==> src/rtl/cbd_pkg.sv <==
// Package for the cell balance discharge controller: widths, codes,
// payload and configuration structs. Depends on nothing.
`timescale 1ns / 1ps
package cbd_pkg;

	localparam int MV_W      = 13;
	localparam int BYTE_W    = 8;
	localparam int BLEED_W   = 8;
	localparam int CELLS_W   = 4;
	localparam int CMD_W     = 2;
	localparam int STATUS_W  = 2;
	localparam int CFG_IDX_W = 3;

	// input commands
	localparam logic [CMD_W-1:0] CMD_SAMPLE = 2'd0;
	localparam logic [CMD_W-1:0] CMD_TICK   = 2'd1;
	localparam logic [CMD_W-1:0] CMD_PRESS  = 2'd2;

	// configuration register indexes
	localparam logic [CFG_IDX_W-1:0] REG_PRESENCE = 3'd0;
	localparam logic [CFG_IDX_W-1:0] REG_MIN_CELL = 3'd1;
	localparam logic [CFG_IDX_W-1:0] REG_MAX_CELL = 3'd2;
	localparam logic [CFG_IDX_W-1:0] REG_STORAGE  = 3'd3;
	localparam logic [CFG_IDX_W-1:0] REG_FINISH   = 3'd4;
	localparam logic [CFG_IDX_W-1:0] REG_PERIOD   = 3'd5;

	// register reset values
	localparam logic [MV_W-1:0]   RST_PRESENCE = 13'd3000;
	localparam logic [MV_W-1:0]   RST_MIN_CELL = 13'd3000;
	localparam logic [MV_W-1:0]   RST_MAX_CELL = 13'd4300;
	localparam logic [MV_W-1:0]   RST_STORAGE  = 13'd3800;
	localparam logic [BYTE_W-1:0] RST_FINISH   = 8'd3;
	localparam logic [BYTE_W-1:0] RST_PERIOD   = 8'd30;

	localparam logic [BYTE_W-1:0] QUIET_MAX = 8'd255;

	typedef enum logic [STATUS_W-1:0] {
		PH_INIT  = 2'd0,
		PH_RUN   = 2'd1,
		PH_DONE  = 2'd2,
		PH_FAULT = 2'd3
	} phase_t;

	typedef struct packed {
		logic [CMD_W-1:0] cmd;
		logic [MV_W-1:0]  cell_voltage_mv;
	} cbd_in_t;

	typedef struct packed {
		logic [BLEED_W-1:0]  bleed_mask;
		logic [STATUS_W-1:0] run_status;
		logic                balance_on;
		logic [MV_W-1:0]     target_mv;
		logic [CELLS_W-1:0]  cells_present;
		logic                round_request;
		logic                round_end;
	} cbd_out_t;

	typedef struct packed {
		logic [MV_W-1:0]   presence_threshold_mv;
		logic [MV_W-1:0]   min_cell_mv;
		logic [MV_W-1:0]   max_cell_mv;
		logic [MV_W-1:0]   storage_target_mv;
		logic [BYTE_W-1:0] finish_rounds;
		logic [BYTE_W-1:0] period_seconds;
	} cbd_cfg_t;

endpackage

==> src/rtl/cbd_cfg_regs.sv <==
// Configuration register file of the discharge controller.
// Depends on cbd_pkg for register indexes, reset values and cbd_cfg_t.
`timescale 1ns / 1ps
module cbd_cfg_regs
	import cbd_pkg::*;
(
	input  logic                 clk,
	input  logic                 arst_n,
	input  logic                 we,
	input  logic [CFG_IDX_W-1:0] index,
	input  logic [MV_W-1:0]      data,
	output cbd_cfg_t             cfg
);

	cbd_cfg_t cfg_q;

	always_ff @(posedge clk or negedge arst_n) begin
		if (!arst_n) begin
			cfg_q.presence_threshold_mv <= RST_PRESENCE;
			cfg_q.min_cell_mv           <= RST_MIN_CELL;
			cfg_q.max_cell_mv           <= RST_MAX_CELL;
			cfg_q.storage_target_mv     <= RST_STORAGE;
			cfg_q.finish_rounds         <= RST_FINISH;
			cfg_q.period_seconds        <= RST_PERIOD;
		end else if (we) begin
			case (index)
				REG_PRESENCE: cfg_q.presence_threshold_mv <= data;
				REG_MIN_CELL: cfg_q.min_cell_mv           <= data;
				REG_MAX_CELL: cfg_q.max_cell_mv           <= data;
				REG_STORAGE:  cfg_q.storage_target_mv     <= data;
				REG_FINISH:   cfg_q.finish_rounds         <= data[BYTE_W-1:0];
				REG_PERIOD:   cfg_q.period_seconds        <= data[BYTE_W-1:0];
				default: ;
			endcase
		end
	end

	assign cfg = cfg_q;

endmodule

==> src/rtl/cell_balance_discharge_controller_core.sv <==
// Each accepted item is held in the input register; its result is then
// written to the result register, which holds it back while the output stalls.
// Throughput: one item per cycle while the result is taken; the whole state update is one
// compare-and-select pass between the two registers.
// Reset (arst_n low, asynchronous): initial-measure phase, balance mode,
// registers at their documented defaults, both pipeline stages empty.
`timescale 1ns / 1ps
module cell_balance_discharge_controller_core
	import cbd_pkg::*;
#(
	parameter int CELL_SLOTS = 8
) (
	input  logic                 clk,
	input  logic                 arst_n,
	input  logic                 in_valid,
	output logic                 in_ready,
	input  cbd_in_t              in_data,
	output logic                 out_valid,
	input  logic                 out_ready,
	output cbd_out_t             out_data,
	input  logic                 cfg_we,
	input  logic [CFG_IDX_W-1:0] cfg_index,
	input  logic [MV_W-1:0]      cfg_data
);

	localparam int IDX_W = (CELL_SLOTS > 1) ? $clog2(CELL_SLOTS) : 1;
	localparam int CNT_W = $clog2(CELL_SLOTS + 1);
	localparam logic [IDX_W-1:0] LAST_IDX = IDX_W'(CELL_SLOTS - 1);

	cbd_cfg_t cfg;

	cbd_cfg_regs u_cfg (
		.clk   (clk),
		.arst_n(arst_n),
		.we    (cfg_we),
		.index (cfg_index),
		.data  (cfg_data),
		.cfg   (cfg)
	);

	// pipeline stages
	cbd_in_t  in_s1;
	logic     in_valid_s1;
	cbd_out_t res_s2;
	logic     res_valid_s2;
	logic     advance;

	// controller state
	phase_t                phase_q;
	logic                  balance_q;
	logic                  retarget_q;
	logic [MV_W-1:0]       target_q;
	logic [CNT_W-1:0]      cell_total_q;
	logic [BYTE_W-1:0]     tick_q;
	logic [BYTE_W-1:0]     quiet_q;
	logic [CELL_SLOTS-1:0] bleed_q;
	logic [MV_W-1:0]       round_min_q;
	logic [IDX_W-1:0]      sample_idx_q;
	logic                  counting_q;
	logic                  round_bled_q;

	// next state
	phase_t                phase_d;
	logic                  balance_d;
	logic                  retarget_d;
	logic [MV_W-1:0]       target_d;
	logic [CNT_W-1:0]      cell_total_d;
	logic [BYTE_W-1:0]     tick_d;
	logic [BYTE_W-1:0]     quiet_d;
	logic [CELL_SLOTS-1:0] bleed_d;
	logic [MV_W-1:0]       round_min_d;
	logic [IDX_W-1:0]      sample_idx_d;
	logic                  counting_d;
	logic                  round_bled_d;
	logic                  req;
	logic                  rend;
	logic                  fault_hit;
	logic                  retarget_round;
	logic [MV_W-1:0]       v;
	logic [BLEED_W-1:0]    mask;
	cbd_out_t              res;

	assign advance  = in_valid_s1 && (!res_valid_s2 || out_ready);
	assign in_ready = !in_valid_s1 || advance;

	always_comb begin
		phase_d        = phase_q;
		balance_d      = balance_q;
		retarget_d     = retarget_q;
		target_d       = target_q;
		cell_total_d   = cell_total_q;
		tick_d         = tick_q;
		quiet_d        = quiet_q;
		bleed_d        = bleed_q;
		round_min_d    = round_min_q;
		sample_idx_d   = sample_idx_q;
		counting_d     = counting_q;
		round_bled_d   = round_bled_q;
		req            = 1'b0;
		rend           = 1'b0;
		fault_hit      = 1'b0;
		v              = in_s1.cell_voltage_mv;
		retarget_round = retarget_q && balance_q;
		mask           = '0;

		case (in_s1.cmd)
			CMD_SAMPLE: begin
				if (phase_q == PH_INIT || phase_q == PH_RUN) begin
					// first sample opens a fresh round
					if (sample_idx_q == '0) begin
						round_min_d  = cfg.max_cell_mv;
						counting_d   = 1'b1;
						round_bled_d = 1'b0;
						bleed_d      = '0;
					end
					if (phase_q == PH_INIT) begin
						if (counting_d) begin
							if (v < cfg.presence_threshold_mv) begin
								counting_d = 1'b0;
							end else begin
								cell_total_d = CNT_W'(sample_idx_q) + CNT_W'(1);
								if (v < round_min_d)
									round_min_d = v;
							end
						end
					end else if (CNT_W'(sample_idx_q) < cell_total_q) begin
						if (retarget_round) begin
							if (v < round_min_d)
								round_min_d = v;
						end else if (v < cfg.min_cell_mv || v >= cfg.max_cell_mv) begin
							fault_hit    = 1'b1;
							phase_d      = PH_FAULT;
							bleed_d      = '0;
							sample_idx_d = '0;
						end else if (v > target_q) begin
							bleed_d      = bleed_d | (CELL_SLOTS'(1) << sample_idx_q);
							round_bled_d = 1'b1;
						end
					end
					if (!fault_hit) begin
						if (sample_idx_q != LAST_IDX) begin
							sample_idx_d = sample_idx_q + IDX_W'(1);
						end else begin
							sample_idx_d = '0;
							rend         = 1'b1;
							if (phase_q == PH_INIT) begin
								target_d = round_min_d;
								phase_d  = PH_RUN;
								tick_d   = '0;
								req      = 1'b1;
							end else if (retarget_round) begin
								target_d   = round_min_d;
								retarget_d = 1'b0;
								req        = 1'b1;
							end else begin
								if (round_bled_d)
									quiet_d = '0;
								else if (quiet_q != QUIET_MAX)
									quiet_d = quiet_q + BYTE_W'(1);
								if (quiet_d >= cfg.finish_rounds) begin
									phase_d = PH_DONE;
									bleed_d = '0;
								end
							end
						end
					end
				end
			end
			CMD_TICK: begin
				if (phase_q == PH_RUN) begin
					tick_d = tick_q + BYTE_W'(1);
					if (tick_d >= cfg.period_seconds) begin
						tick_d = '0;
						req    = 1'b1;
					end
				end
			end
			CMD_PRESS: begin
				if (phase_q == PH_RUN) begin
					// abort the partial round and switch mode
					balance_d    = !balance_q;
					sample_idx_d = '0;
					round_min_d  = cfg.max_cell_mv;
					counting_d   = 1'b1;
					round_bled_d = 1'b0;
					bleed_d      = '0;
					tick_d       = '0;
					req          = 1'b1;
					retarget_d   = balance_d;
					if (!balance_d)
						target_d = cfg.storage_target_mv;
				end
			end
			default: ;
		endcase

		if (phase_d == PH_INIT && sample_idx_d == '0)
			req = 1'b1;

		if (phase_d == PH_RUN && sample_idx_d == '0)
			mask[CELL_SLOTS-1:0] = bleed_d;

		res.bleed_mask    = mask;
		res.run_status    = phase_d;
		res.balance_on    = balance_d;
		res.target_mv     = target_d;
		res.cells_present = CELLS_W'(cell_total_d);
		res.round_request = req;
		res.round_end     = rend;
	end

	always_ff @(posedge clk or negedge arst_n) begin
		if (!arst_n) begin
			in_valid_s1  <= 1'b0;
			res_valid_s2 <= 1'b0;
		end else begin
			if (in_ready)
				in_valid_s1 <= in_valid;
			if (advance)
				res_valid_s2 <= 1'b1;
			else if (out_ready)
				res_valid_s2 <= 1'b0;
		end
	end

	always_ff @(posedge clk) begin
		if (in_ready && in_valid)
			in_s1 <= in_data;
		if (advance)
			res_s2 <= res;
	end

	always_ff @(posedge clk or negedge arst_n) begin
		if (!arst_n) begin
			phase_q      <= PH_INIT;
			balance_q    <= 1'b1;
			retarget_q   <= 1'b0;
			target_q     <= '0;
			cell_total_q <= '0;
			tick_q       <= '0;
			quiet_q      <= '0;
			bleed_q      <= '0;
			round_min_q  <= RST_MAX_CELL;
			sample_idx_q <= '0;
			counting_q   <= 1'b1;
			round_bled_q <= 1'b0;
		end else if (advance) begin
			phase_q      <= phase_d;
			balance_q    <= balance_d;
			retarget_q   <= retarget_d;
			target_q     <= target_d;
			cell_total_q <= cell_total_d;
			tick_q       <= tick_d;
			quiet_q      <= quiet_d;
			bleed_q      <= bleed_d;
			round_min_q  <= round_min_d;
			sample_idx_q <= sample_idx_d;
			counting_q   <= counting_d;
			round_bled_q <= round_bled_d;
		end
	end

	assign out_valid = res_valid_s2;
	assign out_data  = res_s2;

`ifndef SYNTHESIS
	// finished and fault are only left by reset
	a_done_sticky: assert property (@(posedge clk) disable iff (!arst_n)
		phase_q == PH_DONE |=> phase_q == PH_DONE)
		else $error("finished phase left");

	a_fault_sticky: assert property (@(posedge clk) disable iff (!arst_n)
		phase_q == PH_FAULT |=> phase_q == PH_FAULT)
		else $error("fault phase left");

	// cell count frozen once the first round is over
	a_count_frozen: assert property (@(posedge clk) disable iff (!arst_n)
		phase_q != PH_INIT |=> $stable(cell_total_q))
		else $error("cell count changed after initial round");

	// bleeding only reported while running
	a_bleed_run: assert property (@(posedge clk) disable iff (!arst_n)
		res_valid_s2 && res_s2.bleed_mask != '0 |-> res_s2.run_status == PH_RUN)
		else $error("bleed mask outside running phase");
`endif

endmodule

==> config.mk <==
export PLATFORM = sky130hd
export DESIGN_NAME = cell_balance_discharge_controller_core
export DESIGN_NICKNAME = d
export VERILOG_FILES = /design/src/rtl/cbd_pkg.sv /design/src/rtl/cbd_cfg_regs.sv /design/src/rtl/cell_balance_discharge_controller_core.sv
export SDC_FILE = /design/constraint.sdc
export NUM_CORES = 1
export LEC_CHECK = 0
export BUFFER_PORTS_ARGS = -buffer_cell sky130_fd_sc_hd__buf_4
export CAP_MARGIN = 20
export CORE_MARGIN = 2
export CORE_UTILIZATION = 50
export DETAILED_ROUTE_END_ITERATION = 16
export GPL_TIMING_DRIVEN = 0
export PLACE_DENSITY = 0.68
export SLEW_MARGIN = 20
export SYNTH_ARGS = -nofsm -noshare
export SYNTH_HDL_FRONTEND = slang
export SYNTH_SLANG_ARGS = --single-unit
==> constraint.sdc <==
create_clock -name clk -period 9.9 [get_ports clk]
set_input_delay 1.98 -clock clk [delete_from_list [all_inputs] [get_ports clk]]
set_output_delay 1.98 -clock clk [all_outputs]
set_load 0.03 [all_outputs]
* Word-level counts from Yosys, hierarchy flattened
Cells that the tools add are included.
Storage, ports and cells: input port bits 36, output and inout port bits 32, register bits 178, word-level logic and storage cells 224
Operators by class: shift operators 1, bitwise operators 7, equality and inequality tests 19, magnitude comparators 8, mux-type cells 124, add/subtract/negate cells 4, reductions and logical operators 32
Operators by type and width (number):
- $mux W8 | 30
- $mux W13 | 18
- $pmux W13 S2 | 2
- $mux W1 | 43
- $lt A13 B13 Y1 | 3
- $mux W3 | 8
- $pmux W8 S3 | 1
- $mux W2 | 11
- $mux W4 | 5
- $add A8 B1 Y8 const B | 2
- $ge A8 B8 Y1 | 2
- $ne A2 B2 Y1 const B | 8
- $pmux W8 S2 | 1
- $reduce_and A8 Y1 | 2
- $ge A13 B13 Y1 | 1
- $gt A13 B13 Y1 | 1
- $reduce_and A2 Y1 | 6
- $logic_not A3 Y1 | 3
- $ne A8 B8 Y1 const B | 1
- $or A8 B8 Y8 | 1
- $shl A1 B3 Y8 const A | 1
- $reduce_and A7 Y1 | 1
- $eq A2 B1 Y1 const B | 3
- $eq A3 B2 Y1 const B | 2
- other kinds (19) | 39

* Logic depth before layout (Yosys ltp)
word-level depth 26, mapped depth 20, depth with buffers taken out 18

* Modules after synthesis
Synthesis repeated with hierarchy kept, for this count alone.
Second synthesis, totals: cell total of the unflattened synthesis 1096, area total of the unflattened synthesis 10862.9 µm²
By module, submodules not included:
- cell_balance_discharge_controller_core | times used 1, sequential area each 2986.6 µm², cells an instance 949, area each 8242.9 µm²
- cbd_cfg_regs | times used 1, sequential area each 1741.7 µm², cells an instance 147, area each 2620.0 µm²

* Least setup slack after synthesis
No wires, ideal clock.
path type register -> register, start reg in_s1, in the netlist v[1], end reg bleed_q[3], clock period less this slack 4.321 ns, stages on the path, launching flop included 20, path slack 5.579 ns, path buffers 2, arrival 4.243 ns, setup time 0.079 ns, data required time 9.821 ns, path through edfxtp_1 -> ha_1 -> nor2b_1 -> o21a_1 -> o21ai_1 -> a21oi_1 -> o31ai_1 -> o21ai_1 -> clkbuf_1 -> nand2b_1 -> ha_1 -> nand2b_1 -> a21oi_1 -> nor2b_1 -> o21ai_0 -> a31oi_2 -> o41ai_2 -> or2_1 -> buf_6 -> o2bb2ai_1
Between the ends: cells in the longest elaborated chain, start to end 23, elaborated cells between the ends (all ways) 37, those cells by class order compare (4); mux (32); reduce/logical (1)
RTL lines:
- from (decl) | line cell_balance_discharge_controller_core.sv:42 | cbd_in_t in_s1;
- from (signal assigned) | line cell_balance_discharge_controller_core.sv:228 | in_s1 <= in_data;
- $gt A13 B13 Y1, or another cell as far along | line cell_balance_discharge_controller_core.sv:135 | end else if (v > target_q) begin
- $mux W1 or $logic_or A1 B1 Y1 (tied branches) | line cell_balance_discharge_controller_core.sv:135, cell_balance_discharge_controller_core.sv:130
- $mux W1 | line cell_balance_discharge_controller_core.sv:130 | end else if (v < cfg.min_cell_mv || v >= cfg.max_cell_mv) begin
- $mux W1 | line cell_balance_discharge_controller_core.sv:127 | if (retarget_round) begin
- $mux W1 | line cell_balance_discharge_controller_core.sv:126 | end else if (CNT_W'(sample_idx_q) < cell_total_q) begin
- $mux W1 | line cell_balance_discharge_controller_core.sv:116 | if (phase_q == PH_INIT) begin
- $mux W1 | line cell_balance_discharge_controller_core.sv:108 | if (phase_q == PH_INIT || phase_q == PH_RUN) begin
- $mux W1 | line cell_balance_discharge_controller_core.sv:106 | case (in_s1.cmd)
- (+7 left out)
- $ge A8 B8 Y1 | line cell_balance_discharge_controller_core.sv:160 | if (quiet_d >= cfg.finish_rounds) begin
- $mux W8 | line cell_balance_discharge_controller_core.sv:160
- $mux W8 | line cell_balance_discharge_controller_core.sv:151 | end else if (retarget_round) begin
- $mux W8 | line cell_balance_discharge_controller_core.sv:146 | if (phase_q == PH_INIT) begin
- $mux W8 | line cell_balance_discharge_controller_core.sv:141 | if (sample_idx_q != LAST_IDX) begin
- $mux W8 * | line cell_balance_discharge_controller_core.sv:140 | if (!fault_hit) begin
- $mux W8 * | line cell_balance_discharge_controller_core.sv:108
- $pmux W8 S2 * | line cell_balance_discharge_controller_core.sv:106
- to (signal assigned) | line cell_balance_discharge_controller_core.sv:255 | bleed_q <= bleed_d;
- to (decl) | line cell_balance_discharge_controller_core.sv:56 | logic [CELL_SLOTS-1:0] bleed_q;
Every way passes the cells marked *; elsewhere a longest branch is shown, timed or not. The select of a mux whose other input is x is not followed. A chain may end at the register's enable or synchronous reset.

* Worst setup path after layout
Ends and elaborated chain as after synthesis.

==> flow_summary.yaml <==
outcome:
  status: "complete, no violations"
critical_path:
  r2r_cells: 19
  crit_type: "reg -> reg"
  crit_family: "compound AO/OA/AOI/OAI gates"
  start_kind: "register"
  path_depth: 19
  r2r-start: "v[1]"
  crit_required_ns: 10.26
  crit_path_top_delay_cell: "o41ai_2"
  max_stage_delay_ns: 0.90
  path_max_fanout: 10
  path_cells: "ha_1 -> nor2b_1 -> o21a_1 -> o21ai_1 -> a21oi_1 -> o31ai_1 -> o21ai_1 -> clkbuf_1 -> nand2b_1 -> ha_1 -> nand2b_1 -> a21oi_1 -> nor2b_1 -> o21ai_0 -> a31oi_2 -> o41ai_2 -> or2_1 -> buf_6 -> o2bb2ai_1"
  rrSetupSlack_ns: 4.21
  worst_ep_arrival_time_ns: 6.04
  crit_start: "v[1]"
  critPathBufInv: 2
  cp-end-kind: "register"
  crit_end: "bleed_q[3]"
  rr_endpoint: "bleed_q[3]"
grt:
  grt_pass1_wl_mm: 45.1
  grt.busiest_layer: "met2"
  grtUsageMet2_pct: 40.2
  grt_max_degree: 76
  grt_use_total_pct: 26.3
  grt_use_met3_pct: 4.33
  grt_use_met1_pct: 38.2
  grt-ovfl-total: 0
  grt_pass1_vias: 8126
  grt_antenna_before_repair: 1
floorplanning:
  rows: 53
  io_pins: 68
  core-area_um2: 21000
  die_w_um: 150
  dieArea_um2: 22500
  start_util_pct: 50.7
  fp.dieH_um: 150
job:
  drv_cap: 0
finish:
  antenna-diode-count: 0
  design_area_um2: 12100
  drive_gt1_share_pct: 18.0
  nets: 1298
  area_growth_syn_to_layout_pct: 13.7
synthesis:
  seq_area_frac_synth_pct: 44.5
  yosysWarnings: 0
  synth_seq_cells: 178
  netlist.area_leader.share_pct: 22.1
  synth_area_leaders: "dfrtp_1, edfxtp_1, ha_1"
  ys_types: 79
  syn-cell-area_um2: 10600
  syn_inst: 1086
  synth_common_cells: "nand2_1, o21ai_0, dfrtp_1"
  synthFlopType: "dfrtp_1"
  yosys.area.top_type: "dfrtp_1"
  yosysMostFrequentCell: "nand2_1"
  synth_edf_count: 45
  synth-async-reset-ratio_pct: 74.7
  syn_nets: 1210
  synth_area_per_cell_um2: 9.79
sta:
  fin_crit_ns: 5.69
  finalSetupTns_ns: 0
  fmax_mhz: 176
  relSlewSlack_pct: 37.2
  rsz0062_at_grt: "false"
  period_share_pct: 57.4
  setup_violations: 0
  hold_ws_ns: 0.491
  tightest_slew_ns: 0.932
  worst_clock_skew_ns: 0.0147
  hold_viol: 0
  drv_slew: 0
clock_tree:
  hold_buffers: 0
  cts_setup_buffers: 0
  clk_latency_ns: 0.45
  path_clk_slew_ns: 0.07
  ctsHtreeMaxLevel: 4
  cts_resized: 0
  cts_buffer_depth: 2
  cts_root_buf: "clkbuf_16"
  cts_tree: "built"
  cts_buffers: 17
  cts_sinks: 178
route:
  drtAntennaViolNets: 0
  routed_wl_mm: 28.5
  vias: 8645
  drt_pre_antenna_iters: 6
  drt_iter0_drc: 716
  post_drt_wl_per_cell_um: 19.5
  drc: 0
  vias_per_cell: 5.91
power:
  netSwitchingFraction_pct: 29.0
  p_per_area_nw_per_um2: 153
  pwr-share-seq_pct: 48.6
  ir_drop_uv: 111
  p_total_mw: 1.85
  pwr-share-comb_pct: 16.3
  power.switching_uw: 537
  p_int_mw: 1.32
  clockPowerShare_pct: 35.1
  p_leak_nw: 5.16
placed_design:
  place_congestion: 0.933
  placed_cell_area_um2: 11500
  hpwl_mm: 21.4
  io_buffers: 67
worst_hold_path:
  worstHoldPathType: "reg -> reg"
## cell usage in the layout, fill, tap and decap left out, types with 23 or more instances in the layout
cell type / count
dfrtp_1: 94
clkbuf_1: 38
nor2_1: 47
inv_1: 89
o21ai_0: 97
nand2_1: 123
mux2_2: 36
ha_1: 88
o21ai_1: 29
a21oi_1: 64
nor3_1: 23
edfxtp_1: 45
dfstp_2: 39
buf_4: 67
## stage by stage
| step | setup slack (ns) | utilization, % | instances |
|---|---|---|---|
| 6_report | 4.21 | 57.7 | 1462 |
| 5_1_grt | 3.85 | 57.7 | 1462 |
| 4_1_cts | 4.25 | 57.7 | 1462 |
| 3_5_place_dp | 4.32 | 55.1 | 1430 |
| 3_3_place_gp | 4.35 | 54.8 | 1428 |
| 2_1_floorplan | 5.58 | - | 1086 |
## worst min path at each step
stage,startpoint,endpoint,slack (ns),cells after the start
2_1_floorplan,bleed_q[3],bleed_q[3],0.46,1
3_3_place_gp,in_valid_s1,out_valid,0.47,1
3_5_place_dp,bleed_q[3],bleed_q[3],0.48,1
4_1_cts,round_min_q[5],round_min_q[5],0.49,1
5_1_grt,bleed_q[2],bleed_q[2],0.51,1
6_report,round_min_q[5],round_min_q[5],0.49,1
## sequential cells by signal, indices dropped and copies added (netlist names)
register      count
counting_q        1
in_s1             2
bleed_q           8
cell_total_q      4
tick_q            8
quiet_q           8
target_q         13
phase_q           2
retarget_q        1
out_valid         1
balance_q         1
out_data         30
round_min_q      13
round_bled_q      1
in_valid_s1       1
v                13
sample_idx_q      3
u_cfg.cfg        68
## power by group through the flow
stage	clock, mW	sequential [mW]	combinational [mW]
3_5_place_dp	0	0.913	0.302
4_1_cts	0.658	0.899	0.304
5_1_grt	0.686	0.908	0.345
6_report	0.650	0.901	0.303
3_3_place_gp	0	0.911	0.290
2_1_floorplan	0	0.909	0.186
## final cells by class
cell class / count / area (um2)
flip-flops and latches: 178 / 4730
clock inverters: 11 / 104
repair buffers: 69 / 566
fillers: 1843 / 8870
inverters: 91 / 342
clock buffers: 21 / 440
multi-input cells: 769 / 5350
plain buffers: 48 / 216
well taps: 275 / 344
## metal layers
metal,up-vias,wire length (um)
met4,0,695
li1,4112,-
met2,318,12900
met1,4168,13100
met3,47,1780
met5,-,0
## cells by family after synthesis
logic type,Yosys count,share of synthesized area (%)
buffers and inverters,139,5.24
AO/OA/AOI/OAI,339,21.3
flip-flops,178,44.5
AND/OR/NAND/NOR,280,12.6
XOR/XNOR,12,0.988
adder cells (fa/ha/maj),88,10.4
multiplexers,50,5.13
Power figures use the tool's default switching activity.
